**src/hdl/kissd_pkg.sv**
```systemverilog
// Shared codes, result kinds and record types for the KISS receive deframer.
package kissd_pkg;

	localparam logic [7:0] FEND  = 8'hC0;
	localparam logic [7:0] FESC  = 8'hDB;
	localparam logic [7:0] TFEND = 8'hDC;
	localparam logic [7:0] TFESC = 8'hDD;
	localparam logic [7:0] TYPE_RETURN = 8'hFF;

	// widest byte count needed over the whole range of frame sizes (up to 4096)
	localparam int CNT_EXT_W = 13;

	typedef enum logic [1:0] {
		KIND_BYTE  = 2'd0,
		KIND_DONE  = 2'd1,
		KIND_ABORT = 2'd2
	} kind_t;

	typedef struct packed {
		logic in_frame;
		logic escape_armed;
	} flags_t;

	typedef struct packed {
		kind_t       kind;
		logic [7:0]  data_byte;
		logic [8:0]  byte_index;
		logic [9:0]  frame_length;
		logic [3:0]  port;
		logic [3:0]  command;
		logic        is_return;
	} result_t;

endpackage

```
**src/hdl/kissd_rx_if.sv**
```systemverilog
// Stream channels: raw received bytes in, decoded results out.
interface kissd_rx_if;
	logic       valid;
	logic       ready;
	logic [7:0] rx_byte;

	modport source (output valid, output rx_byte, input ready);
	modport sink   (input valid, input rx_byte, output ready);
endinterface

interface kissd_tx_if;
	logic        valid;
	logic        ready;
	logic [1:0]  kind;
	logic [7:0]  data_byte;
	logic [8:0]  byte_index;
	logic [9:0]  frame_length;
	logic [3:0]  port;
	logic [3:0]  command;
	logic        is_return;

	modport source (output valid, output kind, output data_byte, output byte_index,
		output frame_length, output port, output command, output is_return, input ready);
	modport sink   (input valid, input kind, input data_byte, input byte_index,
		input frame_length, input port, input command, input is_return, output ready);
endinterface

```
**src/hdl/kissd_decode.sv**
```systemverilog
// Per-byte KISS decode: next frame state and the result for one received byte.
module kissd_decode
	import kissd_pkg::*;
#(
	parameter int MAX_BYTES = 512,
	parameter int CNT_W     = 10
) (
	input  logic [7:0]       rx_byte,
	input  flags_t           flags,
	input  logic [CNT_W-1:0] count,
	input  logic [7:0]       type_value,
	output logic             res_valid,
	output result_t          res,
	output flags_t           flags_next,
	output logic [CNT_W-1:0] count_next,
	output logic [7:0]       type_next
);

	logic [CNT_EXT_W-1:0] count_ext;
	logic                 full;
	logic                 nonempty;
	logic                 have_byte;
	logic [7:0]           dec_byte;
	result_t              report;

	assign count_ext = CNT_EXT_W'(count);
	assign full      = (count == CNT_W'(MAX_BYTES));
	assign nonempty  = (count != '0);

	always_comb begin
		report              = '0;
		report.frame_length = count_ext[9:0];
		report.port         = type_value[7:4];
		report.command      = type_value[3:0];
		report.is_return    = (type_value == TYPE_RETURN);
	end

	always_comb begin
		res_valid  = 1'b0;
		res        = '0;
		flags_next = flags;
		count_next = count;
		type_next  = type_value;
		have_byte  = 1'b0;
		dec_byte   = rx_byte;

		priority if (rx_byte == FEND) begin
			if (flags.in_frame && nonempty) begin
				res_valid = 1'b1;
				res       = report;
				res.kind  = KIND_DONE;
			end
			count_next              = '0;
			flags_next.escape_armed = 1'b0;
			flags_next.in_frame     = 1'b1;
		end else if (!flags.in_frame) begin
			// ignore bytes between frames
		end else if (rx_byte == FESC) begin
			flags_next.escape_armed = 1'b1;
		end else if (flags.escape_armed) begin
			flags_next.escape_armed = 1'b0;
			// drop any escaped byte other than the two transposed codes
			if (rx_byte == TFEND) begin
				dec_byte  = FEND;
				have_byte = 1'b1;
			end else if (rx_byte == TFESC) begin
				dec_byte  = FESC;
				have_byte = 1'b1;
			end
		end else begin
			have_byte = 1'b1;
		end

		if (have_byte) begin
			res_valid = 1'b1;
			if (!full) begin
				res.kind       = KIND_BYTE;
				res.data_byte  = dec_byte;
				res.byte_index = count_ext[8:0];
				if (!nonempty) begin
					type_next = dec_byte;
				end
				count_next = count + CNT_W'(1);
			end else begin
				// overflow: report and leave the frame until the next FEND
				res                     = report;
				res.kind                = KIND_ABORT;
				count_next              = '0;
				flags_next.escape_armed = 1'b0;
				flags_next.in_frame     = 1'b0;
			end
		end
	end

endmodule

```
**src/hdl/kiss_deframer.sv**
```systemverilog
// KISS receive deframer: one raw byte per beat in, at most one result per byte out.
// Each accepted byte is registered in the input stage, and its result in the result stage behind it.
// Throughput: one byte per cycle while results are taken; the input stage advances whenever the result slot is free
// or is being taken in the same cycle, so back-pressure holds the result and stalls the input stage.
// Reset (arst_n low, asynchronous) closes any frame, clears escape, count and type byte,
// and empties both stages.
module kiss_deframer
	import kissd_pkg::*;
#(
	parameter int MAX_FRAME_BYTES = 512
) (
	input  logic              clk,
	input  logic              arst_n,
	kissd_rx_if.sink          rx,
	kissd_tx_if.source        tx
);

	localparam int CNT_W = $clog2(MAX_FRAME_BYTES + 1);

	logic             valid_s1;
	logic [7:0]       byte_s1;
	logic             advance;

	flags_t           flags_q;
	logic [CNT_W-1:0] count_q;
	logic [7:0]       type_q;

	logic             res_valid;
	result_t          res;
	flags_t           flags_next;
	logic [CNT_W-1:0] count_next;
	logic [7:0]       type_next;

	logic             out_valid_q;
	result_t          out_q;

	assign advance  = !out_valid_q || tx.ready;
	assign rx.ready = !valid_s1 || advance;

	always_ff @(posedge clk or negedge arst_n) begin
		if (!arst_n) begin
			valid_s1 <= 1'b0;
		end else if (rx.ready) begin
			valid_s1 <= rx.valid;
		end
	end

	always_ff @(posedge clk) begin
		if (rx.ready && rx.valid) begin
			byte_s1 <= rx.rx_byte;
		end
	end

	kissd_decode #(
		.MAX_BYTES (MAX_FRAME_BYTES),
		.CNT_W     (CNT_W)
	) u_decode (
		.rx_byte    (byte_s1),
		.flags      (flags_q),
		.count      (count_q),
		.type_value (type_q),
		.res_valid  (res_valid),
		.res        (res),
		.flags_next (flags_next),
		.count_next (count_next),
		.type_next  (type_next)
	);

	// commit frame state only when the staged byte moves on
	always_ff @(posedge clk or negedge arst_n) begin
		if (!arst_n) begin
			flags_q <= '0;
			count_q <= '0;
			type_q  <= '0;
		end else if (valid_s1 && advance) begin
			flags_q <= flags_next;
			count_q <= count_next;
			type_q  <= type_next;
		end
	end

	always_ff @(posedge clk or negedge arst_n) begin
		if (!arst_n) begin
			out_valid_q <= 1'b0;
		end else if (advance) begin
			out_valid_q <= valid_s1 && res_valid;
		end
	end

	always_ff @(posedge clk) begin
		if (advance && valid_s1 && res_valid) begin
			out_q <= res;
		end
	end

	assign tx.valid        = out_valid_q;
	assign tx.kind         = out_q.kind;
	assign tx.data_byte    = out_q.data_byte;
	assign tx.byte_index   = out_q.byte_index;
	assign tx.frame_length = out_q.frame_length;
	assign tx.port         = out_q.port;
	assign tx.command      = out_q.command;
	assign tx.is_return    = out_q.is_return;

endmodule

```
**src/flat_wrapper.sv**
```systemverilog
// flat-port wrapper written by rule: the top's interface ports become plain ports
module kiss_deframer_flat import kissd_pkg::*;
#(
	parameter int MAX_FRAME_BYTES = 512
)
  (clk, arst_n, rx_valid, rx_rx_byte, rx_ready, tx_valid, tx_kind, tx_data_byte, tx_byte_index, tx_frame_length, tx_port, tx_command, tx_is_return, tx_ready);
  kissd_rx_if rx_i ();
  kissd_tx_if tx_i ();
  input  logic clk;
  input  logic arst_n;
  input wire logic [$bits(rx_i.valid)-1:0] rx_valid;
  input wire logic [$bits(rx_i.rx_byte)-1:0] rx_rx_byte;
  output wire logic [$bits(rx_i.ready)-1:0] rx_ready;
  output wire logic [$bits(tx_i.valid)-1:0] tx_valid;
  output wire logic [$bits(tx_i.kind)-1:0] tx_kind;
  output wire logic [$bits(tx_i.data_byte)-1:0] tx_data_byte;
  output wire logic [$bits(tx_i.byte_index)-1:0] tx_byte_index;
  output wire logic [$bits(tx_i.frame_length)-1:0] tx_frame_length;
  output wire logic [$bits(tx_i.port)-1:0] tx_port;
  output wire logic [$bits(tx_i.command)-1:0] tx_command;
  output wire logic [$bits(tx_i.is_return)-1:0] tx_is_return;
  input wire logic [$bits(tx_i.ready)-1:0] tx_ready;
  assign rx_i.valid = rx_valid;
  assign rx_i.rx_byte = rx_rx_byte;
  assign rx_ready = rx_i.ready;
  assign tx_valid = tx_i.valid;
  assign tx_kind = tx_i.kind;
  assign tx_data_byte = tx_i.data_byte;
  assign tx_byte_index = tx_i.byte_index;
  assign tx_frame_length = tx_i.frame_length;
  assign tx_port = tx_i.port;
  assign tx_command = tx_i.command;
  assign tx_is_return = tx_i.is_return;
  assign tx_i.ready = tx_ready;
  kiss_deframer #(.MAX_FRAME_BYTES(MAX_FRAME_BYTES)) u_core (.clk(clk), .arst_n(arst_n), .rx(rx_i), .tx(tx_i));
endmodule
```
**config.mk**
```make
export PLATFORM = sky130hd
export DESIGN_NAME = kiss_deframer_flat
export DESIGN_NICKNAME = d
export VERILOG_FILES = /design/src/hdl/kissd_pkg.sv /design/src/hdl/kissd_rx_if.sv /design/src/hdl/kissd_decode.sv /design/src/hdl/kiss_deframer.sv /design/src/flat_wrapper.sv
export SDC_FILE = /design/constraint.sdc
export NUM_CORES = 1
export LEC_CHECK = 0
export BUFFER_PORTS_ARGS = -buffer_cell sky130_fd_sc_hd__buf_2
export CORE_MARGIN = 4
export CORE_UTILIZATION = 25
export DETAILED_ROUTE_END_ITERATION = 8
export SLEW_MARGIN = 20
export SYNTH_ARGS = -nofsm -noshare
export SYNTH_HDL_FRONTEND = slang
export SYNTH_SLANG_ARGS = --single-unit
```
**constraint.sdc**
```tcl
create_clock -name clk -period 12.52 [get_ports clk]
set_input_delay 0.626 -clock clk [delete_from_list [all_inputs] [get_ports clk]]
set_output_delay 0.626 -clock clk [all_outputs]
set_load 0.01 [all_outputs]
```
==> results.cfg, run 1 <==
[yosys]
synth_edf_count = 46
avgSynthCellArea_um2 = 12.55
synthDistinctLibCells = 40
synth.top_cell.area_share_pct = 46.43
synth_top_area_cell = edfxtp_1
ys_seq_elements = 68
netlist_instances = 237
synth-seq-area-share_pct = 64.93
netlist_top_cells_area = edfxtp_1 (46%), dfrtp_1 (19%), and2_1 (6.5%)
synth_area_um2 = 2975
yosysMostFrequentCell = edfxtp_1
synth_ff_type = edfxtp_1
synthesis.nets = 251
yosys-top-cells-count = edfxtp_1 (46), and2_1 (31), dfrtp_1 (22), nand3_1 (16), nor2_1 (15)
async_flop_share_pct = 32.35
synth_warnings = 0

[clocking]
insertion_delay_ns = 0.33
path_clk_slew_ns = 0.05
cts_buffer_depth = 2
cts_hold_buf = 0
root_buffer = clkbuf_16
cts_resized = 0
clock_sinks = 68
postCtsSetupBuffers = 0
htreeDepth = 3
cts-buffers-inserted = 9
cts_tree = yes

[critical_path]
arrival_ns = 3.07
r2r-start = u_core.byte_s1[1]
crit_fanout = 23
timing.rr.end = u_core.tx.data_byte[2]
crit_path_start_kind = register
worst-setup-path-type = reg2reg
required_ns = 12.55
r2r.worst_path.cells = 5
reg2reg_slack_ns = 9.48
end_kind = register

[die]
die_h_um = 117.1
start_util_pct = 25.84
ios = 52
die-width_um = 117.1
die_area_um2 = 13710
core-area_um2 = 11520
rows = 39

[route]
firstDrtPassIters = 4
ant_nets = 0
wl_mm = 6.400
drt_iter0_drc = 154
via_per_inst = 4.649
drc = 0
vias = 2041
wl_per_cell_um = 14.58

[timing]
period_share_pct = 24.29
max_slew.worst_pin.slew_ns = 0.8022
setup_slack_ns = 9.479
fmax_mhz = 328.9
maxSlewHeadroom_pct = 46.32
setup-tns-final_ns = 0
setup_viol = 0
post-route-min-period_ns = 3.041
fin_worst_skew_ns = 0.005381
slew_viol_final = 0
hold_viol = 0
rsz0062_at_grt = false

[cells_and_area]
num_antenna_cells = 0
nFillCells = 1167
area_growth_pct = 23.51
final_layout_size_suffix_gt1_share_pct = 27.36
nets = 305

[placement]
dp.final_hpwl_mm = 4.478
port_buffers = 51
gp_congestion = 0.8212
dpl_worst_slack_ns = 9.218

[power]
ir_worst_vdd_uv = 62.98
p_leak_nw = 1.486
power_per_cell_area_nw_per_um2 = 147.7
total_power_mw = 0.5428

[flow_run]
drv_cap = 0

[grt]
grt_pass1_wl_mm = 9.984
antenna_found_initial = 0
overflow = 0
grt_util_all_layers_pct = 9.914
grt_pass1_vias = 1948
grt_max_degree = 39

[outcome]
status = completed

[hold_path]
min-delay-path-class = in2async
worst max path at each step:
| stage | start | to | slack [ns] | cells past startpoint |
|---|---|---|---|---|
| 6_report | u_core.byte_s1[1] | u_core.tx.data_byte[2] | 9.48 | 5 |
| 5_1_grt | u_core.byte_s1[1] | u_core.tx.byte_index[5] | 9.31 | 5 |
| 4_1_cts | u_core.byte_s1[1] | u_core.tx.command[1] | 9.21 | 4 |
| 3_5_place_dp | u_core.byte_s1[1] | u_core.tx.byte_index[0] | 9.22 | 4 |
| 3_3_place_gp | u_core.byte_s1[1] | u_core.tx.data_byte[3] | 9.36 | 4 |
| 2_1_floorplan | u_core.byte_s1[1] | u_core.tx.byte_index[0] | 8.59 | 4 |
layout by cell type (no fill, tap or decap), drive strengths merged, types with 8 or more instances in the layout:
master / synthesis / routed
clkbuf: 6 / 14
and2: 31 / 31
nor3: 10 / 10
dfrtp: 22 / 22
nand2: 14 / 14
nor2: 15 / 15
edfxtp: 46 / 46
nand3: 16 / 16
o211ai: 8 / 8
buf: 3 / 52
inv: 8 / 8
report_power, final:
| part | internal, mW | switching, mW |
|---|---|---|
| clock | 0.139 | 0.0852 |
| combinational | 0.0204 | 0.0337 |
| sequential | 0.253 | 0.0113 |
metal layers:
layer / vias up / global-route usage (%) / wire (µm)
li1: 985 / - / -
met1: 971 / 12.61 / 2959
met2: 71 / 14.83 / 2837
met3: 14 / 3.290 / 449
met4: 0 / 5.581 / 154
met5: - / 0 / 0
metrics by stage:
| stage | cells | utilization [%] | hold WS, ns | cell area, µm² |
|---|---|---|---|---|
| after floorplan | 237 | - | 0.3304 | 2975 |
| after CTS | 438 | 31.67 | 0.2849 | 3647 |
| after global routing | 439 | 31.91 | 0.3075 | 3675 |
| after detailed placement | 422 | 29.36 | 0.5171 | 3381 |
| final | 439 | 31.91 | 0.2780 | 3675 |
| after global placement | 422 | 29.36 | 0.5063 | 3381 |
sequential cells by signal, summed over array words and instances, names as in the netlist:
signal	flops
u_core.tx.kind	2
u_core.tx.is_return	1
u_core.tx.port	4
u_core.tx.byte_index	9
u_core.type_q	8
u_core.tx.valid	1
u_core.tx.frame_length	10
u_core.count_q	10
u_core.flags_q	2
u_core.valid_s1	1
u_core.byte_s1	8
u_core.tx.data_byte	8
u_core.tx.command	4
cell families (layout without fill, tap and decap cells):
family,Yosys count,count (layout),synth area share (%)
muxes,8,8,2.986
AOI/OAI and AO/OA,28,28,6.981
buffers and inverters,17,76,2.355
adders and majority gates,2,2,0.8409
and+or+nand+nor,114,114,21.91
DFF,68,68,64.93
area by class of cell:
class / instances / area [µm²] / share of cell area [%]
flip-flops and latches: 68 / 1932 / 52.57
repair buffers: 52 / 282.8 / 7.695
clock inverters: 2 / 12.51 / 0.3405
multi-input cells: 152 / 984.7 / 26.80
inverters: 8 / 30.03 / 0.8172
clock buffers: 14 / 254.0 / 6.912
well taps: 143 / 178.9 / 4.869
critical path: stages, from the launching register on:
cell and delay (ns):
edfxtp_1 0.47, or4_1 0.57, nor3_2 0.50, nand3_1 0.36, a21oi_4 0.58, buf_16 0.24
No activity file was read; power rests on OpenSTA's default activity.
==> run 2, diff against run 1 <==
- clock period: 12.52 -> 2.7 ns (I/O delays scaled with it)
==> results.cfg, run 2 (synthesis results as in run 1) <==
[grt]
grt_max_degree = 25
grt.busiest_layer = met2
grt_use_met3_pct = 3.085
grt_util_met2_pct = 15.05
overflow = 0
met1_usage_pct = 14.12
antenna_found_initial = 0
grt_pass1_wl_mm = 10.70
grt_pass1_vias = 2086
grt_util_all_layers_pct = 10.32

[timing]
slew_viol_final = 0
holdWs_ns = 0.01049
fin_worst_skew_ns = 0.003845
setup-tns-final_ns = 0
max_slew.worst_pin.slew_ns = 0.5354
setup_viol = 0
hold_viol = 0
post-route-min-period_ns = 2.516
fmax_mhz = 397.5
rsz0062_at_grt = false
maxSlewHeadroom_pct = 64.31
period_share_pct = 93.17

[cells_and_area]
nFillCells = 1160
final_common_cell = buf_2
nets = 328
final_cell_mix = buf_2 (51), edfxtp_1 (46), and2_1 (31), dfrtp_1 (22), nand3_1 (16)
area_growth_pct = 29.65
multi_input_area_um2 = 998.5
seq_area_um2 = 1932
instances_no_fill = 461
final_layout_size_suffix_gt1_share_pct = 29.87
num_antenna_cells = 0

[hold_path]
min-delay-path-class = in2reg

[die]
die_h_um = 117.1
ios = 52
die-width_um = 117.1
core-area_um2 = 11520
die_area_um2 = 13710
rows = 39
start_util_pct = 25.84

[critical_path]
required_ns = 2.90
end_kind = register
arrival_ns = 2.72
crit_fanout = 8
worst-setup-path-type = reg2reg
crit_path_start_kind = register

[route]
wl_mm = 6.636
wl_per_cell_um = 14.39
via_per_inst = 4.638
drt_iter0_drc = 118
ant_nets = 0
drc = 0
firstDrtPassIters = 4
vias = 2138

[power]
total_power_mw = 2.501
power_per_cell_area_nw_per_um2 = 648.5
p_leak_nw = 1.592
ir_worst_vdd_uv = 290.2

[placement]
dp.final_hpwl_mm = 4.734
port_buffers = 51
gp_congestion = 0.7994
dp_cells = 438

[clocking]
path_clk_slew_ns = 0.05
root_buffer = clkbuf_16
insertion_delay_ns = 0.32
cts_tree = yes
postCtsSetupBuffers = 0
clock_sinks = 68
htreeDepth = 3
cts-buffers-inserted = 9
cts_buffer_depth = 2

[outcome]
status = completed

[flow_run]
drv_cap = 0
[run 2: changes by cell type in the layout (fill, tap and decap cells not counted), moves of 2 or more]
| cell | change |
|---|---|
| dlygate4sd3_1 | +8 |
| clkinv_1 | +2 |
| buf_4 | +15 |
| clkbuf_1 | -2 |
[run 2: worst paths after layout]
check	startpoint	endpoint	slack [ns]	depth (start not counted)
min in group asynchronous	arst_n	u_core.flags_q[0]	0.34	2
worst max-delay path	u_core.count_q[0]	u_core.type_q[5]	0.18	6
max in group asynchronous	arst_n	u_core.count_q[0]	2.00	2
worst max register to register	u_core.count_q[0]	u_core.type_q[5]	0.18	6
worst min-delay path	rx_valid	u_core.valid_s1	0.01	2
worst min register to register	u_core.valid_s1	u_core.tx.valid	0.52	1
[run 2: where the power goes]
group | total (mW) | internal [mW] | switching [mW]
Combinational | 0.288 | 0.118 | 0.170
Clock | 0.991 | 0.606 | 0.385
Sequential | 1.22 | 1.17 | 0.0490
Total | 2.50 | 1.90 | 0.605
[run 2: layout make-up]
type	instances	area share (%)
Multi-Input combinational cell	152	25.88
Timing Repair Buffer	75	12.13
Clock inverter	4	0.4541
Tap cell	143	4.638
Inverter	8	0.7785
Clock buffer	11	6.033
Sequential cell	68	50.08
[run 2: repair_timing]
item / CTS / global route
hold endpoints to repair: 29 / 0
gates resized for setup: 0 / 1
hold buffers: 8 / 0
setup endpoints to repair: 0 / 1
[run 2: worst max-delay path: stages, from the launching register on]
cell and delay, ns:
dfrtp_1 0.44, inv_1 0.11, ha_1 0.16, or4b_4 0.48
or3_4 0.41, nor3_4 0.42, mux2_2 0.39
[run 2: through the flow]
| stage | setup WS [ns] | instance area, µm² | util (%) |
|---|---|---|---|
| 6_report | 0.1844 | 3857 | 33.50 |
| 3_3_place_gp | 0.2051 | 3520 | 30.56 |
| 3_5_place_dp | 0.1324 | 3520 | 30.56 |
| 5_1_grt | 0.1117 | 3857 | 33.50 |
| 4_1_cts | 0.1117 | 3850 | 33.43 |
| 2_1_floorplan | 0.05237 | 2993 | - |
[run 2: per-layer routing]
metal	up-vias	wire [µm]
li1	1027	-
met1	1019	3115
met2	81	2931
met3	11	456
met4	0	133
met5	-	0
